===== config.mk =====
export PLATFORM = sky130hd
export DESIGN_NAME = byte_stream_substring_search
export DESIGN_NICKNAME = d
export VERILOG_FILES = /design/src/bss_pkg.sv /design/src/bss_cell.sv /design/src/bss_out_fifo.sv /design/src/byte_stream_substring_search.sv
export SDC_FILE = /design/constraint.sdc
export NUM_CORES = 2
export LEC_CHECK = 0
export BUFFER_PORTS_ARGS = -buffer_cell sky130_fd_sc_hd__buf_4
export CAP_MARGIN = 10
export CORE_MARGIN = 4
export CORE_UTILIZATION = 65
export DETAILED_ROUTE_END_ITERATION = 12
export GPL_TIMING_DRIVEN = 1
export PLACE_DENSITY = 0.83
export SETUP_SLACK_MARGIN = 0.4
export SYNTH_ARGS = -nofsm -noshare
export SYNTH_HDL_FRONTEND = slang
export SYNTH_HIERARCHICAL = 1
export SYNTH_SLANG_ARGS = --single-unit

===== constraint.sdc =====
create_clock -name clk_i -period 19.7 [get_ports clk_i]
set_input_delay 2.955 -clock clk_i [delete_from_list [all_inputs] [get_ports clk_i]]
set_output_delay 2.955 -clock clk_i [all_outputs]
set_load 0.01 [all_outputs]

===== src/bss_pkg.sv =====
// Package for the byte stream substring search: sizes, types, register codes, helpers.
`default_nettype none
package bss_pkg;

  localparam int unsigned MAX_PATTERN = 16;
  localparam int unsigned OFFSET_BITS = 32;
  localparam int unsigned CMP_W       = (OFFSET_BITS > 32) ? OFFSET_BITS : 32;
  localparam int unsigned LANE_W      = $clog2(MAX_PATTERN);
  localparam int unsigned FIFO_DEPTH  = 4;
  localparam int unsigned FIFO_PTR_W  = $clog2(FIFO_DEPTH);
  localparam int unsigned FIFO_CNT_W  = $clog2(FIFO_DEPTH + 1);

  typedef logic [7:0]             byte_t;
  typedef logic [4:0]             len_t;
  typedef logic [31:0]            lim_t;
  typedef logic [31:0]            total_t;
  typedef logic [63:0]            word_t;
  typedef logic [OFFSET_BITS-1:0] off_t;
  typedef logic [OFFSET_BITS:0]   offp_t;
  typedef logic [CMP_W-1:0]       cmp_t;
  typedef logic [LANE_W-1:0]      lane_t;
  typedef logic [FIFO_PTR_W-1:0]  fptr_t;
  typedef logic [FIFO_CNT_W-1:0]  fcnt_t;

  // Configuration register indexes.
  typedef enum logic [2:0] {
    CFG_PATTERN_LOW    = 3'd0,
    CFG_PATTERN_HIGH   = 3'd1,
    CFG_PATTERN_LENGTH = 3'd2,
    CFG_SEARCH_LIMIT   = 3'd3,
    CFG_REPORT_ALL     = 3'd4
  } cfg_reg_e;

  // Result kinds.
  localparam logic KIND_MATCH  = 1'b0;
  localparam logic KIND_FINISH = 1'b1;

  typedef struct packed {
    byte_t data_byte;
    logic  end_of_stream;
  } in_t;

  typedef struct packed {
    logic   result_kind;
    total_t match_offset;
    total_t match_total;
    logic   last_result;
  } out_t;

  // Pattern byte k from the two packed pattern words.
  function automatic byte_t pat_byte(word_t lo, word_t hi, logic [3:0] k);
    word_t w;
    w = k[3] ? hi : lo;
    return w[{k[2:0], 3'b000} +: 8];
  endfunction

endpackage
`default_nettype wire


===== src/bss_cell.sv =====
// One window cell: holds a stream byte, passes it on, and compares it to its pattern byte.
`default_nettype none
module bss_cell (
  input  wire logic           clk_i,
  input  wire logic           rst_ni,
  input  wire logic           shift_i,
  input  wire logic           clear_i,
  input  wire bss_pkg::byte_t byte_i,
  input  wire bss_pkg::byte_t pat_i,
  input  wire logic           en_i,
  output bss_pkg::byte_t      byte_o,
  output logic                match_o
);

  bss_pkg::byte_t byte_q, byte_d;

  always_comb begin
    byte_d = byte_q;
    if (shift_i) begin
      byte_d = clear_i ? '0 : byte_i;
    end
  end

  always_ff @(posedge clk_i or negedge rst_ni) begin
    if (!rst_ni) begin
      byte_q <= '0;
    end else begin
      byte_q <= byte_d;
    end
  end

  // a lane past the pattern length always agrees
  assign match_o = !en_i || (byte_q == pat_i);
  assign byte_o  = byte_q;

endmodule
`default_nettype wire


===== src/bss_out_fifo.sv =====
// Result queue: takes up to two results per cycle, hands out one per beat.
`default_nettype none
module bss_out_fifo (
  input  wire logic          clk_i,
  input  wire logic          rst_ni,
  input  wire logic          push0_i,
  input  wire logic          push1_i,
  input  wire bss_pkg::out_t data0_i,
  input  wire bss_pkg::out_t data1_i,
  output logic               room_o,
  output logic               out_valid_o,
  input  wire logic          out_ready_i,
  output bss_pkg::out_t      out_data_o
);

  bss_pkg::out_t mem_q [bss_pkg::FIFO_DEPTH];
  bss_pkg::fptr_t wr_ptr_q, wr_ptr_d, rd_ptr_q, rd_ptr_d, wr_ptr_nx;
  bss_pkg::fcnt_t count_q, count_d;
  logic pop;

  assign pop         = out_valid_o && out_ready_i;
  assign out_valid_o = (count_q != '0);
  assign out_data_o  = mem_q[rd_ptr_q];
  assign room_o      = (count_q <= bss_pkg::fcnt_t'(bss_pkg::FIFO_DEPTH - 2));
  assign wr_ptr_nx   = wr_ptr_q + bss_pkg::fptr_t'(1);

  always_comb begin
    wr_ptr_d = wr_ptr_q;
    if (push0_i && push1_i) begin
      wr_ptr_d = wr_ptr_q + bss_pkg::fptr_t'(2);
    end else if (push0_i) begin
      wr_ptr_d = wr_ptr_nx;
    end
    rd_ptr_d = pop ? rd_ptr_q + bss_pkg::fptr_t'(1) : rd_ptr_q;
    count_d  = count_q + bss_pkg::fcnt_t'(push0_i) + bss_pkg::fcnt_t'(push1_i)
             - bss_pkg::fcnt_t'(pop);
  end

  always_ff @(posedge clk_i or negedge rst_ni) begin
    if (!rst_ni) begin
      wr_ptr_q <= '0;
      rd_ptr_q <= '0;
      count_q  <= '0;
    end else begin
      wr_ptr_q <= wr_ptr_d;
      rd_ptr_q <= rd_ptr_d;
      count_q  <= count_d;
    end
  end

  always_ff @(posedge clk_i) begin
    if (push0_i) begin
      mem_q[wr_ptr_q] <= data0_i;
    end
    if (push1_i) begin
      mem_q[wr_ptr_nx] <= data1_i;
    end
  end

endmodule
`default_nettype wire


===== src/byte_stream_substring_search.sv =====
// Top level of the byte stream substring search.
// Result beats are written into the result queue as their byte beat is taken.
// Throughput: one byte per cycle while the result queue has room; a final byte
//   ending a match gives two result beats, both pushed into the four-entry queue.
// Reset: asynchronous, active low; clears window, offsets, counters and registers
//   at once, except report_all, which resets to one. No clearing pass.
`default_nettype none
module byte_stream_substring_search (
  input  wire logic           clk_i,
  input  wire logic           rst_ni,
  // byte channel
  input  wire logic           in_valid_i,
  output logic                in_ready_o,
  input  wire bss_pkg::in_t   in_data_i,
  // result channel
  output logic                out_valid_o,
  input  wire logic           out_ready_i,
  output bss_pkg::out_t       out_data_o,
  // configuration write port
  input  wire logic           cfg_we_i,
  input  wire logic [2:0]     cfg_idx_i,
  input  wire bss_pkg::word_t cfg_wdata_i
);

  // ---------------------------------------------------------------------------
  // Configuration registers
  // ---------------------------------------------------------------------------
  bss_pkg::word_t pat_lo_q, pat_hi_q;
  bss_pkg::len_t  pat_len_q;
  bss_pkg::lim_t  limit_q;
  logic           report_all_q;

  always_ff @(posedge clk_i or negedge rst_ni) begin
    if (!rst_ni) begin
      pat_lo_q     <= '0;
      pat_hi_q     <= '0;
      pat_len_q    <= '0;
      limit_q      <= '0;
      report_all_q <= 1'b1;
    end else if (cfg_we_i) begin
      case (cfg_idx_i)
        bss_pkg::CFG_PATTERN_LOW:    pat_lo_q     <= cfg_wdata_i;
        bss_pkg::CFG_PATTERN_HIGH:   pat_hi_q     <= cfg_wdata_i;
        bss_pkg::CFG_PATTERN_LENGTH: pat_len_q    <= cfg_wdata_i[4:0];
        bss_pkg::CFG_SEARCH_LIMIT:   limit_q      <= cfg_wdata_i[31:0];
        bss_pkg::CFG_REPORT_ALL:     report_all_q <= cfg_wdata_i[0];
        default: ;
      endcase
    end
  end

  // ---------------------------------------------------------------------------
  // Handshake
  // ---------------------------------------------------------------------------
  logic fifo_room, accept, eos;
  assign in_ready_o = fifo_room;
  assign accept     = in_valid_i && in_ready_o;
  assign eos        = in_data_i.end_of_stream;

  // ---------------------------------------------------------------------------
  // Window: lane 0 is the incoming byte, lane j (j >= 1) is the byte j beats
  // older, held in cell j. Lane j is checked against pattern byte len-1-j, so
  // the whole window compare is one parallel AND across the lanes.
  // ---------------------------------------------------------------------------
  bss_pkg::byte_t chain [bss_pkg::MAX_PATTERN];
  logic [bss_pkg::MAX_PATTERN-1:0] lane_match;
  logic [bss_pkg::MAX_PATTERN-1:0] lane_en;
  bss_pkg::byte_t lane_pat [bss_pkg::MAX_PATTERN];

  assign chain[0] = in_data_i.data_byte;

  for (genvar j = 0; j < bss_pkg::MAX_PATTERN; j++) begin : g_lane
    bss_pkg::len_t pidx;
    assign lane_en[j]  = (bss_pkg::len_t'(j) < pat_len_q);
    assign pidx        = pat_len_q - bss_pkg::len_t'(j + 1);
    assign lane_pat[j] = bss_pkg::pat_byte(pat_lo_q, pat_hi_q, pidx[3:0]);

    if (j == 0) begin : g_head
      assign lane_match[j] = !lane_en[j] || (chain[0] == lane_pat[j]);
    end else begin : g_cell
      bss_cell u_cell (
        .clk_i   (clk_i),
        .rst_ni  (rst_ni),
        .shift_i (accept),
        .clear_i (eos),
        .byte_i  (chain[j-1]),
        .pat_i   (lane_pat[j]),
        .en_i    (lane_en[j]),
        .byte_o  (chain[j]),
        .match_o (lane_match[j])
      );
    end
  end

  // ---------------------------------------------------------------------------
  // Stream state and match decision
  // ---------------------------------------------------------------------------
  bss_pkg::off_t   offset_q, offset_d, earliest_q, earliest_d;
  bss_pkg::total_t total_q, total_d, total_inc;
  logic            first_rep_q, first_rep_d;

  bss_pkg::offp_t cur_p1;
  bss_pkg::off_t  start, next_sat;
  logic len_ok, hist_ok, lim_ok, mode_ok, start_ok, hit;

  assign cur_p1   = bss_pkg::offp_t'(offset_q) + bss_pkg::offp_t'(1);
  // start = cur + 1 - len; only used when cur + 1 >= len
  assign start    = bss_pkg::off_t'(cur_p1 - bss_pkg::offp_t'(pat_len_q));
  // start + len == cur + 1, saturated at the top offset
  assign next_sat = cur_p1[bss_pkg::OFFSET_BITS] ? '1
                                                 : cur_p1[bss_pkg::OFFSET_BITS-1:0];

  assign len_ok   = (pat_len_q != '0) &&
                    (pat_len_q <= bss_pkg::len_t'(bss_pkg::MAX_PATTERN));
  assign hist_ok  = (cur_p1 >= bss_pkg::offp_t'(pat_len_q));
  assign lim_ok   = (limit_q == '0) ||
                    (bss_pkg::cmp_t'(offset_q) < bss_pkg::cmp_t'(limit_q));
  assign mode_ok  = report_all_q || !first_rep_q;
  assign start_ok = (start >= earliest_q);
  assign hit      = len_ok && hist_ok && lim_ok && mode_ok && start_ok && (&lane_match);

  assign total_inc = (total_q != '1) ? total_q + bss_pkg::total_t'(1) : total_q;

  always_comb begin
    offset_d    = offset_q;
    earliest_d  = earliest_q;
    total_d     = total_q;
    first_rep_d = first_rep_q;
    if (accept) begin
      if (eos) begin
        // stream ends: back to the reset state
        offset_d    = '0;
        earliest_d  = '0;
        total_d     = '0;
        first_rep_d = 1'b0;
      end else begin
        offset_d = next_sat;
        if (hit) begin
          earliest_d = next_sat;
          total_d    = total_inc;
          if (!report_all_q) begin
            first_rep_d = 1'b1;
          end
        end
      end
    end
  end

  always_ff @(posedge clk_i or negedge rst_ni) begin
    if (!rst_ni) begin
      offset_q    <= '0;
      earliest_q  <= '0;
      total_q     <= '0;
      first_rep_q <= 1'b0;
    end else begin
      offset_q    <= offset_d;
      earliest_q  <= earliest_d;
      total_q     <= total_d;
      first_rep_q <= first_rep_d;
    end
  end

  // ---------------------------------------------------------------------------
  // Results: match beat first, finish beat after it on the final byte
  // ---------------------------------------------------------------------------
  bss_pkg::out_t match_res, fin_res, data0;
  bss_pkg::total_t total_now;
  logic push0, push1;

  assign total_now = hit ? total_inc : total_q;

  always_comb begin
    match_res.result_kind  = bss_pkg::KIND_MATCH;
    match_res.match_offset = bss_pkg::total_t'(bss_pkg::cmp_t'(start));
    match_res.match_total  = total_now;
    match_res.last_result  = !eos;

    fin_res.result_kind    = bss_pkg::KIND_FINISH;
    fin_res.match_offset   = '0;
    fin_res.match_total    = total_now;
    fin_res.last_result    = 1'b1;
  end

  assign push0 = accept && (hit || eos);
  assign push1 = accept && hit && eos;
  assign data0 = hit ? match_res : fin_res;

  bss_out_fifo u_out_fifo (
    .clk_i       (clk_i),
    .rst_ni      (rst_ni),
    .push0_i     (push0),
    .push1_i     (push1),
    .data0_i     (data0),
    .data1_i     (fin_res),
    .room_o      (fifo_room),
    .out_valid_o (out_valid_o),
    .out_ready_i (out_ready_i),
    .out_data_o  (out_data_o)
  );

endmodule
`default_nettype wire


==> metrics.cfg <==
[final_layout]
multiInputGateArea_um2 = 32000
final_nets = 4643
drive_above_1_share = 0.285
seq_area_um2 = 17700
fin_area_um2 = 56300
syn_to_final_growth_pct = 8.02
postLayoutCoreUtil = 0.710
fill_cells = 5315

[hold_path]
hold_path.class = flop to flop

[timing]
fin_tns_setup_ns = 0
final.setup_skew_ns = 0.0495
worst-slew-pin-transition_ns = 1.39
period_minus_slack_ns = 11.01
setup_viol = 0
drv_slew = 0
whs_ns = 0.495
slew_headroom = 0.0622
finalHoldViolCount = 0
fmax_ghz = 0.0908
rsz0062_at_grt = false
finalCritPeriodShare = 0.559

[placed_design]
placed_area_um2 = 53600
place.gp.congestion = 1.03
detailed_place_hpwl_um = 106000
io_buffers = 148

[detailed_routing]
drt-initial-drc-count = 6659
wl_per_cell_um = 29.9
wl_um = 167000
ant_nets = 0
vias = 41700
drtPass1Iterations = 8
met1_length_um = 55300
top_layer_used = met5
vias_per_cell = 7.46
drc = 0
dr_wl_met2_um = 73300
wl_met3_um = 23300

[yosys]
synth_flop_cell = dfrtp_1
synthDistinctLibCells = 91
synth-edff-count = 264
ys_top_cells_by_area = mux4_2, dfrtp_1, edfxtp_1
synth.top_cell.area_share = 0.207
syn_area_um2 = 52100
syn_inst = 4542
synth-async-reset-ratio = 0.596
synthMostInstantiatedCell = mux4_2
syn_area_per_cell_um2 = 11.5
yosysSeqAreaShare = 0.340
ys_ff_latch = 654
ys_top_cells_by_count = mux4_2, dfrtp_1, clkbuf_1, mux2_2, edfxtp_1
synth_largest_area_cell = mux4_2
ys_warn_count = 6

[clock_network]
clk_latency_ns = 0.68
htree_levels = 3
tritoncts.num_buffers = 73
cts_num_sinks = 654
cts_tree = yes
clk_path_buf_depth = 3
cts_resized = 0
path_clk_slew_ns = 0.06
cts_setup_buffers = 0
hold_buffers = 0
cts_root_buf = clkbuf_16

[setup_path]
worstSetupPathType = flop to flop
critPathCaptureType = flop
crit_fanout = 71
worstSetupStartpointType = flop
cp_slowest_cell = nand2_4
slowest_delay_ns = 0.96
path_cells = clkinv_2 > buf_4 > ha_2 > xnor2_2 > buf_4 > mux4_2 > mux4_2 > xnor2_1 > nand4_1 > o21ai_1 > nand4_1 > nor2_1 > nand4_1 > nor4_2 > o31a_2 > buf_4 > nand2_1 > nor2_1 > nand2_4 > buf_4 > nand2_4
path_buf_inv = 5
cp.arrival_ns = 11.27
crit_family = simple AND/OR/NAND/NOR gates
path_common_cell = buf_4
critical_path_required_ns = 19.95

[pwr]
pwr-share-comb = 0.525
switching_share = 0.430
seqPwrFrac = 0.292
p_clk_frac = 0.184
p_leak_nw = 21.3
p_int_mw = 4.64
ir_drop_mv = 0.142
p_total_mw = 8.13
p_per_area_nw_per_um2 = 145
switchingPower_mw = 3.50

[floorplan]
die_h_um = 291
start_util = 0.657
rows = 103
dieArea_um2 = 84700
io-pin-count = 149
core_area_um2 = 79300
die_w_um = 291

[flow_run]
cap_violations = 0

[global_routing]
grt_max_degree = 186
grt_pass1_vias = 40400
gr-usage-all-layers = 0.388
overflow = 0
grt_pass1_wl_um = 253000
antenna_found_initial = 7

[status]
status = finished, final reports clean

==> final cells by class <==
| class | count | area share |
|---|---|---|
| multi-input cells | 3300 | 0.570 |
| well taps | 1050 | 0.0234 |
| clock buffers | 98 | 0.0359 |
| diodes | 3 | 0.000133 |
| clock inverters | 38 | 0.0113 |
| repair buffers | 207 | 0.0287 |
| inverters | 240 | 0.0162 |
| flip-flops and latches | 654 | 0.315 |
==> worst register-to-register path: stages (launching register included) <==
cell and delay, ns:
dfrtp_4 0.60, clkinv_2 0.68, buf_4 0.69, ha_2 0.79, xnor2_2 0.21, buf_4 0.64, mux4_2 0.64, mux4_2 0.50
xnor2_1 0.53, nand4_1 0.36, o21ai_1 0.22, nand4_1 0.09, nor2_1 0.17, nand4_1 0.27, nor4_2 0.32, o31a_2 0.18
buf_4 0.61, nand2_1 0.66, nor2_1 0.92, nand2_4 0.03, buf_4 0.50, nand2_4 0.97
==> per-stage QoR <==
stage | instances | setup slack [ns]
floorplan | 4676 | 10.66
global placement | 5449 | 9.33
detailed placement | 5449 | 9.02
CTS | 5585 | 8.93
global route | 5587 | 8.37
finish | 5590 | 8.69
==> cell usage in the layout (no fill, tap or decap), drive strengths merged, types with 44 or more instances in the layout <==
master	instances
ha	83
edfxtp	264
nand2	238
mux4	482
nand4	75
and2	59
xnor2	197
mux2	440
nor2	141
o22ai	57
inv	241
nor3	61
conb	136
o21ai	263
mux2i	140
nand3	87
clkbuf	98
nand3b	122
dfrtp	389
a211oi	44
a21oi	136
nor2b	51
buf	207
==> power by group through the flow <==
stage | sequential, mW | combinational (mW) | clock [mW]
finish | 2.37 | 4.27 | 1.49
global placement | 2.32 | 3.98 | 0
CTS | 2.31 | 4.12 | 1.51
global route | 2.37 | 4.51 | 1.57
floorplan | 1.94 | 3.26 | 0
detailed placement | 2.33 | 4.08 | 0
==> flip-flops by register name (all words and copies together), names as in the netlist <==
register	count
g_lane.g_cell.u_cell/byte_o	120
earliest_q	32
u_out_fifo/mem_q	264
limit_q	32
report_all_q	1
offset_q	32
total_q	32
u_out_fifo/wr_ptr_q	2
pat_hi_q	64
pat_len_q	5
u_out_fifo/rd_ptr_q	2
pat_lo_q	64
u_out_fifo/count_q	3
first_rep_q	1
==> final timing paths <==
kind,slack [ns],depth (start not counted),end,start
max in group asynchronous,14.98,3,u_out_fifo/rd_ptr_q[0],rst_ni
min in group asynchronous,2.25,1,pat_lo_q[28],rst_ni
hold reg to reg,0.50,1,earliest_q[2],earliest_q[2]
setup reg to reg,8.69,21,u_out_fifo/mem_q[1][24],pat_len_q[1]
hold / removal,0.50,1,earliest_q[2],earliest_q[2]
setup / recovery,8.69,21,u_out_fifo/mem_q[1][24],pat_len_q[1]
==> logic make-up (layout without fill, tap and decap cells) <==
family	count (synthesis)	in the layout	synth area share
simple gates	989	989	0.103
flops	654	654	0.340
mux	1062	1062	0.339
other cells	2	139	0.000144
compound gates	787	787	0.0969
buf+inv	722	583	0.0595
fa+ha+maj	86	86	0.0211
xor+xnor	240	240	0.0405
==> layer usage <==
| layer | global-route usage | up-vias |
|---|---|---|
| met4 | 0.251 | 8 |
| li1 | - | 17100 |
| met3 | 0.123 | 930 |
| met5 | 0 | - |
| met2 | 0.584 | 3606 |
| met1 | 0.486 | 20000 |
No activity file was read; power rests on OpenSTA's default activity.
